### config.mk
export PLATFORM = sky130hd
export DESIGN_NAME = weighted_source_selector_flat
export DESIGN_NICKNAME = d
export VERILOG_FILES = /design/src/hdl/wss_pkg.sv /design/src/hdl/wss_if.sv /design/src/hdl/wss_scan_unit.sv /design/src/hdl/weighted_source_selector.sv /design/src/flat_wrapper.sv
export SDC_FILE = /design/constraint.sdc
export NUM_CORES = 2
export LEC_CHECK = 0
export BUFFER_PORTS_ARGS = -buffer_cell sky130_fd_sc_hd__buf_2
export CAP_MARGIN = 20
export CORE_MARGIN = 2
export CORE_UTILIZATION = 55
export CTS_CLUSTER_DIAMETER = 30
export DETAILED_ROUTE_END_ITERATION = 8
export PLACE_DENSITY_LB_ADDON = 0.25
export SETUP_SLACK_MARGIN = 0.1
export SYNTH_ARGS = -nofsm -noshare
export SYNTH_HDL_FRONTEND = slang
export SYNTH_SLANG_ARGS = --single-unit
### constraint.sdc
create_clock -name clk -period 7.5 [get_ports clk]
set_clock_uncertainty 0.1 [all_clocks]
set_input_delay 0.375 -clock clk [delete_from_list [all_inputs] [get_ports clk]]
set_output_delay 0.375 -clock clk [all_outputs]
set_load 0.005 [all_outputs]
### src/hdl/wss_pkg.sv
package wss_pkg;

  localparam int MAX_SOURCES = 16;
  localparam int WEIGHT_BITS = 24;
  localparam int IDX_W       = $clog2(MAX_SOURCES);
  localparam int CNT_W       = $clog2(MAX_SOURCES + 1);
  localparam int FUNC_W      = 3;
  localparam int STATUS_W    = 2;
  localparam int FRAC_W      = 32;
  localparam int SUM_W       = WEIGHT_BITS + IDX_W;
  localparam int PROD_W      = FRAC_W + SUM_W;

  typedef enum logic [FUNC_W-1:0] {
    FUNC_ADD    = 3'd0,
    FUNC_DELETE = 3'd1,
    FUNC_SET    = 3'd2,
    FUNC_CHOOSE = 3'd3,
    FUNC_CLEAR  = 3'd4,
    FUNC_SAMPLE = 3'd5
  } func_t;

  typedef enum logic [STATUS_W-1:0] {
    ST_OK        = 2'd0,
    ST_BAD_INDEX = 2'd1,
    ST_FULL      = 2'd2,
    ST_EMPTY     = 2'd3
  } status_t;

  typedef enum logic [2:0] {
    S_IDLE,
    S_SUM,
    S_MUL,
    S_SCAN,
    S_DEL,
    S_RESP
  } state_t;

  typedef struct packed {
    logic clr;
    logic add_total;
    logic mul;
    logic add_cum;
  } scan_ctrl_t;

endpackage

### src/hdl/wss_if.sv
interface wss_in_if;
  import wss_pkg::*;
  logic                   valid;
  logic                   ready;
  logic [FUNC_W-1:0]      func;
  logic [IDX_W-1:0]       entry_index;
  logic [WEIGHT_BITS-1:0] weight;
  logic [FRAC_W-1:0]      rand_fraction;

  modport source (output valid, func, entry_index, weight, rand_fraction, input ready);
  modport sink   (input valid, func, entry_index, weight, rand_fraction, output ready);
endinterface

interface wss_out_if;
  import wss_pkg::*;
  logic                valid;
  logic                ready;
  logic [IDX_W-1:0]    selected_index;
  logic [CNT_W-1:0]    entry_count;
  logic [STATUS_W-1:0] status;

  modport source (output valid, selected_index, entry_count, status, input ready);
  modport sink   (input valid, selected_index, entry_count, status, output ready);
endinterface

### src/hdl/wss_scan_unit.sv
module wss_scan_unit (
  input  logic                            clk,
  input  wss_pkg::scan_ctrl_t             ctrl,
  input  logic [wss_pkg::WEIGHT_BITS-1:0] rd_data,
  input  logic [wss_pkg::FRAC_W-1:0]      frac,
  output logic                            total_zero,
  output logic                            hit
);
  import wss_pkg::*;

  logic [SUM_W-1:0]  total_r, total_nxt;
  logic [SUM_W-1:0]  cum_r, cum_nxt;
  logic [PROD_W-1:0] prod_r, prod_nxt;
  logic [SUM_W-1:0]  cum_sum;

  assign cum_sum    = cum_r + SUM_W'(rd_data);
  assign hit        = {cum_sum, {FRAC_W{1'b0}}} >= prod_r;
  assign total_zero = (total_r == '0);

  always_comb begin
    total_nxt = total_r;
    cum_nxt   = cum_r;
    prod_nxt  = prod_r;
    if (ctrl.clr) begin
      total_nxt = '0;
      cum_nxt   = '0;
    end else begin
      if (ctrl.add_total) total_nxt = total_r + SUM_W'(rd_data);
      if (ctrl.add_cum)   cum_nxt   = cum_sum;
    end
    if (ctrl.mul) prod_nxt = PROD_W'(frac) * PROD_W'(total_r);
  end

  always_ff @(posedge clk) begin
    total_r <= total_nxt;
    cum_r   <= cum_nxt;
    prod_r  <= prod_nxt;
  end

endmodule

### src/hdl/weighted_source_selector.sv
// Weighted source selector: a table of up to 16 weights held in a one-port-read,
// one-port-write memory with a registered read. Add, set current weight, choose
// current, clear and every rejected request go from acceptance to the response
// state, which loads the output register once it is free. A sample reads the table
// twice, one entry per cycle through the memory read port: once to total the
// weights, once to walk the running sum against fraction times total up to the
// entry picked; the second pass is skipped when the total is zero. A delete moves
// each later entry down by one through the same read port. One transaction is in
// work at a time; the next is accepted while the previous result still waits in
// the output register.
module weighted_source_selector (
  input  logic      clk,
  input  logic      rst_n,
  wss_in_if.sink    in_ch,
  wss_out_if.source out_ch
);
  import wss_pkg::*;

  state_t             state_r, state_nxt;
  logic [CNT_W-1:0]   count_r, count_nxt;
  logic [IDX_W-1:0]   cur_r, cur_nxt;
  logic               cur_vld_r, cur_vld_nxt;
  status_t            status_r, status_nxt;
  logic [IDX_W-1:0]   idx_r, idx_nxt;
  logic [FRAC_W-1:0]  frac_r, frac_nxt;
  logic [CNT_W-1:0]   ptr_r, ptr_nxt;
  logic               rd_vld_r, rd_vld_nxt;
  logic [IDX_W-1:0]   rd_idx_r, rd_idx_nxt;
  logic               out_vld_r, out_vld_nxt;
  logic [IDX_W-1:0]   out_sel_r, out_sel_nxt;
  logic [CNT_W-1:0]   out_cnt_r, out_cnt_nxt;
  logic [STATUS_W-1:0] out_st_r, out_st_nxt;

  logic [WEIGHT_BITS-1:0] mem [MAX_SOURCES];
  logic [WEIGHT_BITS-1:0] rd_data_r;
  logic                   we;
  logic [IDX_W-1:0]       wa, ra;
  logic [WEIGHT_BITS-1:0] wd;

  scan_ctrl_t scan_ctrl;
  logic       total_zero, hit;
  logic       accept, out_free, reads_left, pass_done;

  assign accept     = in_ch.valid && in_ch.ready;
  assign out_free   = !out_vld_r || out_ch.ready;
  assign reads_left = ptr_r < count_r;
  assign pass_done  = !reads_left && !rd_vld_r;

  wss_scan_unit u_scan (
    .clk        (clk),
    .ctrl       (scan_ctrl),
    .rd_data    (rd_data_r),
    .frac       (frac_r),
    .total_zero (total_zero),
    .hit        (hit)
  );

  always_ff @(posedge clk) begin
    if (we) mem[wa] <= wd;
    rd_data_r <= mem[ra];
  end

  always_comb begin
    state_nxt = state_r;
    unique case (state_r)
      S_IDLE: begin
        if (accept) begin
          if (in_ch.func == FUNC_SAMPLE && count_r != '0) state_nxt = S_SUM;
          else if (in_ch.func == FUNC_DELETE && CNT_W'(in_ch.entry_index) < count_r)
            state_nxt = S_DEL;
          else state_nxt = S_RESP;
        end
      end
      S_SUM:  if (pass_done) state_nxt = S_MUL;
      S_MUL:  state_nxt = total_zero ? S_RESP : S_SCAN;
      S_SCAN: if (rd_vld_r && hit) state_nxt = S_RESP;
      S_DEL:  if (pass_done) state_nxt = S_RESP;
      S_RESP: if (out_free) state_nxt = S_IDLE;
      default: state_nxt = S_IDLE;
    endcase
  end

  always_comb begin
    in_ch.ready  = (state_r == S_IDLE);
    out_ch.valid = out_vld_r;
    out_ch.selected_index = out_sel_r;
    out_ch.entry_count    = out_cnt_r;
    out_ch.status         = out_st_r;
  end

  always_comb begin
    count_nxt   = count_r;
    cur_nxt     = cur_r;
    cur_vld_nxt = cur_vld_r;
    status_nxt  = status_r;
    idx_nxt     = idx_r;
    frac_nxt    = frac_r;
    ptr_nxt     = ptr_r;
    rd_vld_nxt  = 1'b0;
    rd_idx_nxt  = rd_idx_r;
    out_vld_nxt = out_vld_r && !out_ch.ready;
    out_sel_nxt = out_sel_r;
    out_cnt_nxt = out_cnt_r;
    out_st_nxt  = out_st_r;
    we          = 1'b0;
    wa          = rd_idx_r - IDX_W'(1);
    wd          = rd_data_r;
    ra          = ptr_r[IDX_W-1:0];
    scan_ctrl   = '0;

    unique case (state_r)
      S_IDLE: begin
        if (accept) begin
          idx_nxt    = in_ch.entry_index;
          frac_nxt   = in_ch.rand_fraction;
          status_nxt = ST_OK;
          ptr_nxt    = '0;
          scan_ctrl.clr = 1'b1;
          priority case (in_ch.func)
            FUNC_ADD: begin
              if (count_r >= CNT_W'(MAX_SOURCES)) begin
                status_nxt = ST_FULL;
              end else begin
                we          = 1'b1;
                wa          = count_r[IDX_W-1:0];
                wd          = in_ch.weight;
                cur_nxt     = count_r[IDX_W-1:0];
                cur_vld_nxt = 1'b1;
                count_nxt   = count_r + CNT_W'(1);
              end
            end
            FUNC_DELETE: begin
              if (CNT_W'(in_ch.entry_index) >= count_r) status_nxt = ST_BAD_INDEX;
              else ptr_nxt = CNT_W'(in_ch.entry_index) + CNT_W'(1);
            end
            FUNC_SET: begin
              if (!cur_vld_r || CNT_W'(cur_r) >= count_r) begin
                status_nxt = ST_BAD_INDEX;
              end else begin
                we = 1'b1;
                wa = cur_r;
                wd = in_ch.weight;
              end
            end
            FUNC_CHOOSE: begin
              if (CNT_W'(in_ch.entry_index) >= count_r) begin
                status_nxt = ST_BAD_INDEX;
              end else begin
                cur_nxt     = in_ch.entry_index;
                cur_vld_nxt = 1'b1;
              end
            end
            FUNC_CLEAR: begin
              count_nxt   = '0;
              cur_nxt     = '0;
              cur_vld_nxt = 1'b0;
            end
            FUNC_SAMPLE: begin
              if (count_r == '0) status_nxt = ST_EMPTY;
            end
            default: ;
          endcase
        end
      end
      S_SUM: begin
        if (reads_left) begin
          ptr_nxt    = ptr_r + CNT_W'(1);
          rd_vld_nxt = 1'b1;
          rd_idx_nxt = ptr_r[IDX_W-1:0];
        end
        scan_ctrl.add_total = rd_vld_r;
      end
      S_MUL: begin
        scan_ctrl.mul = 1'b1;
        ptr_nxt       = '0;
        if (total_zero) status_nxt = ST_EMPTY;
      end
      S_SCAN: begin
        if (reads_left) begin
          ptr_nxt    = ptr_r + CNT_W'(1);
          rd_vld_nxt = 1'b1;
          rd_idx_nxt = ptr_r[IDX_W-1:0];
        end
        if (rd_vld_r) begin
          scan_ctrl.add_cum = 1'b1;
          if (hit) begin
            cur_nxt     = rd_idx_r;
            cur_vld_nxt = 1'b1;
            rd_vld_nxt  = 1'b0;
          end
        end
      end
      S_DEL: begin
        if (reads_left) begin
          ptr_nxt    = ptr_r + CNT_W'(1);
          rd_vld_nxt = 1'b1;
          rd_idx_nxt = ptr_r[IDX_W-1:0];
        end
        we = rd_vld_r;
        if (pass_done) begin
          count_nxt = count_r - CNT_W'(1);
          if (cur_vld_r && cur_r == idx_r) begin
            cur_nxt     = '0;
            cur_vld_nxt = (count_r > CNT_W'(1));
          end
        end
      end
      S_RESP: begin
        if (out_free) begin
          out_vld_nxt = 1'b1;
          out_sel_nxt = cur_r;
          out_cnt_nxt = count_r;
          out_st_nxt  = status_r;
        end
      end
      default: ;
    endcase
  end

  always_ff @(posedge clk) begin
    if (!rst_n) begin
      state_r   <= S_IDLE;
      count_r   <= '0;
      cur_r     <= '0;
      cur_vld_r <= 1'b0;
      rd_vld_r  <= 1'b0;
      out_vld_r <= 1'b0;
    end else begin
      state_r   <= state_nxt;
      count_r   <= count_nxt;
      cur_r     <= cur_nxt;
      cur_vld_r <= cur_vld_nxt;
      rd_vld_r  <= rd_vld_nxt;
      out_vld_r <= out_vld_nxt;
    end
  end

  always_ff @(posedge clk) begin
    status_r  <= status_nxt;
    idx_r     <= idx_nxt;
    frac_r    <= frac_nxt;
    ptr_r     <= ptr_nxt;
    rd_idx_r  <= rd_idx_nxt;
    out_sel_r <= out_sel_nxt;
    out_cnt_r <= out_cnt_nxt;
    out_st_r  <= out_st_nxt;
  end

endmodule
### src/flat_wrapper.sv
// flat-port wrapper written by rule: the top's interface ports become plain ports
module weighted_source_selector_flat import wss_pkg::*;
  (clk, rst_n, in_ch_valid, in_ch_func, in_ch_entry_index, in_ch_weight, in_ch_rand_fraction, in_ch_ready, out_ch_valid, out_ch_selected_index, out_ch_entry_count, out_ch_status, out_ch_ready);
  wss_in_if in_ch_i ();
  wss_out_if out_ch_i ();
  input  logic clk;
  input  logic rst_n;
  input wire logic [$bits(in_ch_i.valid)-1:0] in_ch_valid;
  input wire logic [$bits(in_ch_i.func)-1:0] in_ch_func;
  input wire logic [$bits(in_ch_i.entry_index)-1:0] in_ch_entry_index;
  input wire logic [$bits(in_ch_i.weight)-1:0] in_ch_weight;
  input wire logic [$bits(in_ch_i.rand_fraction)-1:0] in_ch_rand_fraction;
  output wire logic [$bits(in_ch_i.ready)-1:0] in_ch_ready;
  output wire logic [$bits(out_ch_i.valid)-1:0] out_ch_valid;
  output wire logic [$bits(out_ch_i.selected_index)-1:0] out_ch_selected_index;
  output wire logic [$bits(out_ch_i.entry_count)-1:0] out_ch_entry_count;
  output wire logic [$bits(out_ch_i.status)-1:0] out_ch_status;
  input wire logic [$bits(out_ch_i.ready)-1:0] out_ch_ready;
  assign in_ch_i.valid = in_ch_valid;
  assign in_ch_i.func = in_ch_func;
  assign in_ch_i.entry_index = in_ch_entry_index;
  assign in_ch_i.weight = in_ch_weight;
  assign in_ch_i.rand_fraction = in_ch_rand_fraction;
  assign in_ch_ready = in_ch_i.ready;
  assign out_ch_valid = out_ch_i.valid;
  assign out_ch_selected_index = out_ch_i.selected_index;
  assign out_ch_entry_count = out_ch_i.entry_count;
  assign out_ch_status = out_ch_i.status;
  assign out_ch_i.ready = out_ch_ready;
  weighted_source_selector u_core (.clk(clk), .rst_n(rst_n), .in_ch(in_ch_i), .out_ch(out_ch_i));
endmodule
; Yosys cells after proc, flatten, opt, wreduce, memory -nomap -nowiden
; Memories as Yosys holds them, arrays and structs flattened. A register that Yosys moved wholly into a read port is not among the register bits.
; Index checks and enable logic that the tools add are counted.
[word_totals]
regBits = 189
output_inout_bits = 13
ramBits = 384
mem_count = 1
[op_classes]
mux = 74
magnitude_cmp = 7
reduce_logical = 34
add_sub_neg = 7
multipliers = 1
n_eq_ne = 25
[mem_list]
columns = memory, words, width, read_ports, rd_clocked_by_memory_dff, wr, line
row1 = u_core.mem, 16, 24, 1, 1, 1, weighted_source_selector.sv:34  ; logic [WEIGHT_BITS-1:0] mem [MAX_SOURCES];
[op_table]
columns = op, n
row1 = 24-bit 2-to-1 mux, 4
row2 = 60-bit greater-or-equal comparator, 1
row3 = 32-bit by 28-bit multiplier with 60-bit output, 1
row4 = 28-bit by 24-bit adder with 28-bit output, 2
row5 = 24-bit case mux with 2 select lines, 1
row6 = 4-bit 2-to-1 mux, 11
row7 = 5-bit 2-to-1 mux, 7
row8 = 28-bit zero test, 1
row9 = 1-bit 2-to-1 mux, 26
row10 = 4-bit case mux with 3 select lines, 2
row11 = 3-bit 2-to-1 mux, 7
row12 = 5-bit case mux with 2 select lines, 2
row13 = "2-bit by 1-bit inequality test with 1-bit output, second input constant", 9
row14 = 3-bit case mux with 6 select lines, 1
row15 = 5-bit case mux with 3 select lines, 1
row16 = "3-bit by 2-bit equality test with 1-bit output, second input constant", 4
row17 = "3-bit equality test, second input constant", 4
row18 = "5-bit by 1-bit adder with 5-bit output, second input constant", 2
row19 = 4-bit by 5-bit greater-or-equal comparator with 1-bit output, 2
row20 = 5-bit AND reduction, 2
row21 = "3-bit inequality test, second input constant", 3
row22 = 9-bit AND reduction, 1
row23 = 2-bit 2-to-1 mux, 4
row24 = 2-bit case mux with 4 select lines, 1
row25 = 27 further kinds, 49

; Depth between registers and ports, before layout
[logic_depth]
depth_word = 8
ltp_mapped = 27
depth_no_buf = 25

; Hierarchy
; Synthesis repeated with hierarchy kept, for this count alone.
[unflattened]
cells_unflattened = 5224
hier_area_um2 = 55668.4
[modules_own_cells]
columns = mod, area_each_um2, instances, cells_each
row1 = wss_scan_unit, 36291.1, 1, 4079
row2 = weighted_source_selector, 19377.3, 1, 1145

; Worst setup path before layout
; No wires, ideal clock.
[synth_timing]
kind = flip-flop to flip-flop
from = reg u_core.frac_r[18]
to = reg u_core.u_scan.prod_r[56], data pin
path_slack_ns = 0.643
setup_ns = 0.266
arrival_ns = 6.491
path_buffers = 3
path_stages_with_launch = 26
required_time_ns = 7.134
cell_sequence = edfxtp_1 -> clkbuf_1 -> clkbuf_1 -> and2_1 -> fa_1 -> fa_1 -> fa_1 -> inv_1 -> fa_1 -> inv_1 -> fa_1 -> fa_1 -> inv_1 -> fa_1 -> inv_1 -> ha_1 -> buf_2 -> and4_1 -> o2bb2ai_1 -> a31o_2 -> o31ai_1 -> a31oi_1 -> a31oi_1 -> o31a_1 -> o41ai_1 -> xnor2_1
[synth_via]
elab_chain_len = 1
[synth_lines]
columns = element, line
row1 = "start, declared", weighted_source_selector.sv:25  ; logic [FRAC_W-1:0] frac_r, frac_nxt;
row2 = "start signal, assigned", weighted_source_selector.sv:241  ; frac_r <= frac_nxt;
row3 = 32-bit by 28-bit multiplier with 60-bit output, wss_scan_unit.sv:31  ; if (ctrl.mul) prod_nxt = PROD_W'(frac) * PROD_W'(total_r);
row4 = "end signal, assigned", wss_scan_unit.sv:37  ; prod_r <= prod_nxt;
row5 = "end, declared", wss_scan_unit.sv:13  ; logic [PROD_W-1:0] prod_r, prod_nxt;
; Every way passes these cells.
; A chain may end at the register's enable or synchronous reset.

; Final worst setup path
[layout_timing]
from = reg u_core.frac_r[13]
to = reg u_core.u_scan.prod_r[57], data pin
; The elaborated chain is that of the path after synthesis.

==> results by group <==
Outcome
  – Outcome: complete, no violations

Floorplanning
  – I/O pin total: 80
  – # rows: 115
  – Core area: 98600 µm²
  – Die area: 102000 µm²
  – Die X-Extent: 320 µm
  – Initial Util: 55.7%
  – Die Y: 320 µm

STA
  – Final hold viol count: 0
  – # setup viols final: 0
  – Final min period: 7240 ps
  – RSZ-0062 raised after global routing: yes
  – Slew at the pin closest to its max-slew limit: 1130 ps
  – Slew Limit Fails: 0
  – Rel. slew slack: 23.9%
  – Fmax: 0.138 GHz
  – Fin crit share: 96.5%
  – Final WS setup: 260 ps

Hold path
  – Worst Hold Launch: in_ch_func[2]
  – HP Class: input port to flop
  – WHS Endpoint: u_core.status_r[0]
  – Worst Hold Depth: 2

Setup path
  – CP Data Arrival Time: 7550 ps
  – Max stage delay on crit path: 600 ps
  – Reg-to-reg slack, setup: 260 ps
  – Cell Chain, Critical Path: buf_12 -> and2_1 -> fa_1 -> inv_1 -> fa_1 -> fa_1 -> fa_1 -> fa_1 -> inv_1 -> fa_1 -> inv_1 -> fa_1 -> inv_1 -> ha_1 -> nand4_1 -> o221ai_1 -> a221o_1 -> nand2_1 -> a31oi_1 -> buf_4 -> o21ai_4 -> a21o_1 -> o2111ai_2 -> o311ai_2
  – Critical-path cell with the highest stage delay: fa_1
  – Reg2reg start: u_core.frac_r[13]
  – Max FO, Critical Path: 28
  – Critical setup path kind: flop to flop
  – CP required: 7810 ps
  – FF-to-FF End: u_core.u_scan.prod_r[57]
  – CP top delay family: adder cells
  – Setup crit start kind: flop
  – Sum of buffers and inverters on the critical path: 6
  – Most common cell on crit path: fa_1
  – Worst R2R Path Depth: 24
  – Crit end category: flop

Synthesis
  – Async set-or-reset flop fraction in the synthesized netlist: 0%
  – Yosys reg bits: 597
  – Most area-hungry cell type in the Yosys netlist: fa_1
  – Ranking of synthesized cells by area: fa_1 (28%), edfxtp_1 (27%), ha_1 (7.0%), inv_1 (6.4%), and2_1 (5.3%)
  – Mapped Nets: 6178
  – Post-synthesis cell count: 5023
  – Synth warnings: 0
  – Yosys top cell area share: 28.5%
  – Post-Syn Area: 54900 µm²
  – Post-Syn Area per Cell: 10.9 µm²
  – Count leader, synth: inv_1
  – Synth unique cells: 84
  – EDFF count, synth: 502
  – Sequential area share after synthesis: 30.9%
  – Top_reg_cell synth: edfxtp_1
  – Synth cell count leaders: inv_1 (941), fa_1 (780), nand2_1 (634)

Layout
  – Final net count: 6303
  – Storage cell area: 17000 µm²
  – Fillers: 7633
  – Final core occ: 62.9%
  – Footprint of the multi-input gates: 33500 µm²
  – Layout area overhead: 12.9%
  – Layout cell share with drive strength beyond 1: 11.9%

Placement
  – Pre-CTS setup slack: -20.2 ps
  – Detailed placement HPWL: 102000 µm
  – Global placement routability congestion: 0.928
  – Port bufs: 79

Clock tree
  – Skew-Pair Late Insertion Delay: 700 ps
  – Clock sink count: 597
  – Root Buffer: clkbuf_16
  – CTS tree: built
  – Worst-case clock buffer depth: 3
  – H-Tree Depth: 3
  – CTS Buf Count: 102
  – Clk slew on worst S/H paths: 50 ps

Route
  – Post-DR wirelength/cell: 22.1 µm
  – Routed Antenna Nets: 0
  – Drt pass-1 iters: 6
  – DRC errors left: 0
  – WL final: 144000 µm
  – Drt first-iter violations: 3335
  – Post-DR vias/cell: 5.77
  – Vias: 37600

Global routing
  – Vias in the first global route: 40000
  – Global-route wire length before repair: 227000 µm
  – Remaining global-route overflow: 0
  – Tot GR Track Use: 29.0%
  – Initial antenna violation count: 3
  – Largest net degree at the start of global routing: 101

Power and ir drop
  – Max VDD drop: 0.000309 V
  – Leak: 27.5 nW
  – Pwr Density: 360 nW/µm²

Job
  – Max_cap viols: 0
==> cell families after synthesis <==
group | Yosys count | synth area share (%)
DFF | 597 | 30.9
muxes | 128 | 5.07
xor gates and xnor gates | 105 | 1.68
adders and majority gates | 1088 | 35.5
buffers and inverters | 1216 | 8.34
AOI/OAI and AO/OA | 507 | 6.08
and+or+nand+nor | 1382 | 12.4
==> through the flow <==
step | hold WS [ps] | power [mW] | cell area, µm² | TNS [ps] | cells
finish | 86.3 | 22.3 | 62000 | 0 | 6527
global placement | 303 | 16.9 | 57500 | 0 | 6275
global route | 91.4 | 23.9 | 61900 | 0 | 6525
detailed placement | 311 | 17.1 | 57500 | -47.4 | 6275
CTS | 56.0 | 22.2 | 61600 | 0 | 6509
floorplan | 300 | 13.2 | 54900 | 0 | 5023
==> repair_timing <==
item / in CTS / in global routing
hold buffers: 38 / 0
setup endpoints to repair: 8 / 19
pin swaps: 0 / 11
hold endpoints to repair: 42 / 0
cloned: 0 / 3
buffers inserted: 2 / 13
gates resized for setup: 5 / 43
==> layer usage <==
metal	vias to the layer above	wire [µm]	GRT usage, %
met3	299	11000	4.36
li1	16400	-	-
met4	0	5800	10.7
met5	-	0	0
met2	1573	70900	48.8
met1	19400	56500	38.5
==> cell usage in the layout (no fill, tap or decap), types with 105 or more instances in the layout <==
cell       synthesis  final
nand2_1          634    633
edfxtp_1         502    502
buf_4              0    134
and2_1           461    459
mux4_2           120    120
inv_1            941    941
fa_1             780    779
ha_1             308    305
a21oi_1          166    160
clkbuf_16          0    105
==> cell type report <==
type                       instances  share of cell area (%)
tap                             1287                    2.60
timing repair buffer             294                    4.19
clock buffer                     117                    4.26
clock inverter                    77                    1.70
multi-input combinational       3210                    54.1
sequential                       597                    27.4
antenna                            2                 0.00808
inverter                         943                    5.72
==> flip-flops by register name, indices dropped and copies added (netlist names), 5 cells and up <==
| signal | count |
|---|---|
| u_core.count_r | 5 |
| u_core.frac_r | 32 |
| u_core.u_scan.total_r | 28 |
| u_core.rd_data_r | 24 |
| u_core.mem | 384 |
| u_core.u_scan.prod_r | 60 |
| u_core.ptr_r | 5 |
| u_core.out_ch.entry_count | 5 |
| u_core.u_scan.cum_r | 28 |
==> report_power, final <==
part / internal (mW) / switching [mW] / total [mW]
clock network: 3.06 / 1.83 / 4.89
registers: 4.53 / 0.481 / 5.01
logic: 5.00 / 7.38 / 12.4
total: 12.6 / 9.70 / 22.3
==> worst max path at each step <==
stage / depth (start not counted) / slack (ps) / startpoint / to
5_1_grt: 24 / 4 / u_core.frac_r[11] / u_core.u_scan.prod_r[56]
3_3_place_gp: 23 / 20 / u_core.u_scan.total_r[18] / u_core.u_scan.prod_r[54]
2_1_floorplan: 25 / 640 / u_core.frac_r[18] / u_core.u_scan.prod_r[56]
4_1_cts: 24 / 110 / u_core.frac_r[13] / u_core.u_scan.prod_r[59]
6_report: 24 / 260 / u_core.frac_r[13] / u_core.u_scan.prod_r[57]
3_5_place_dp: 23 / -20 / u_core.u_scan.total_r[18] / u_core.u_scan.prod_r[58]
Power figures use the tool's default switching activity.
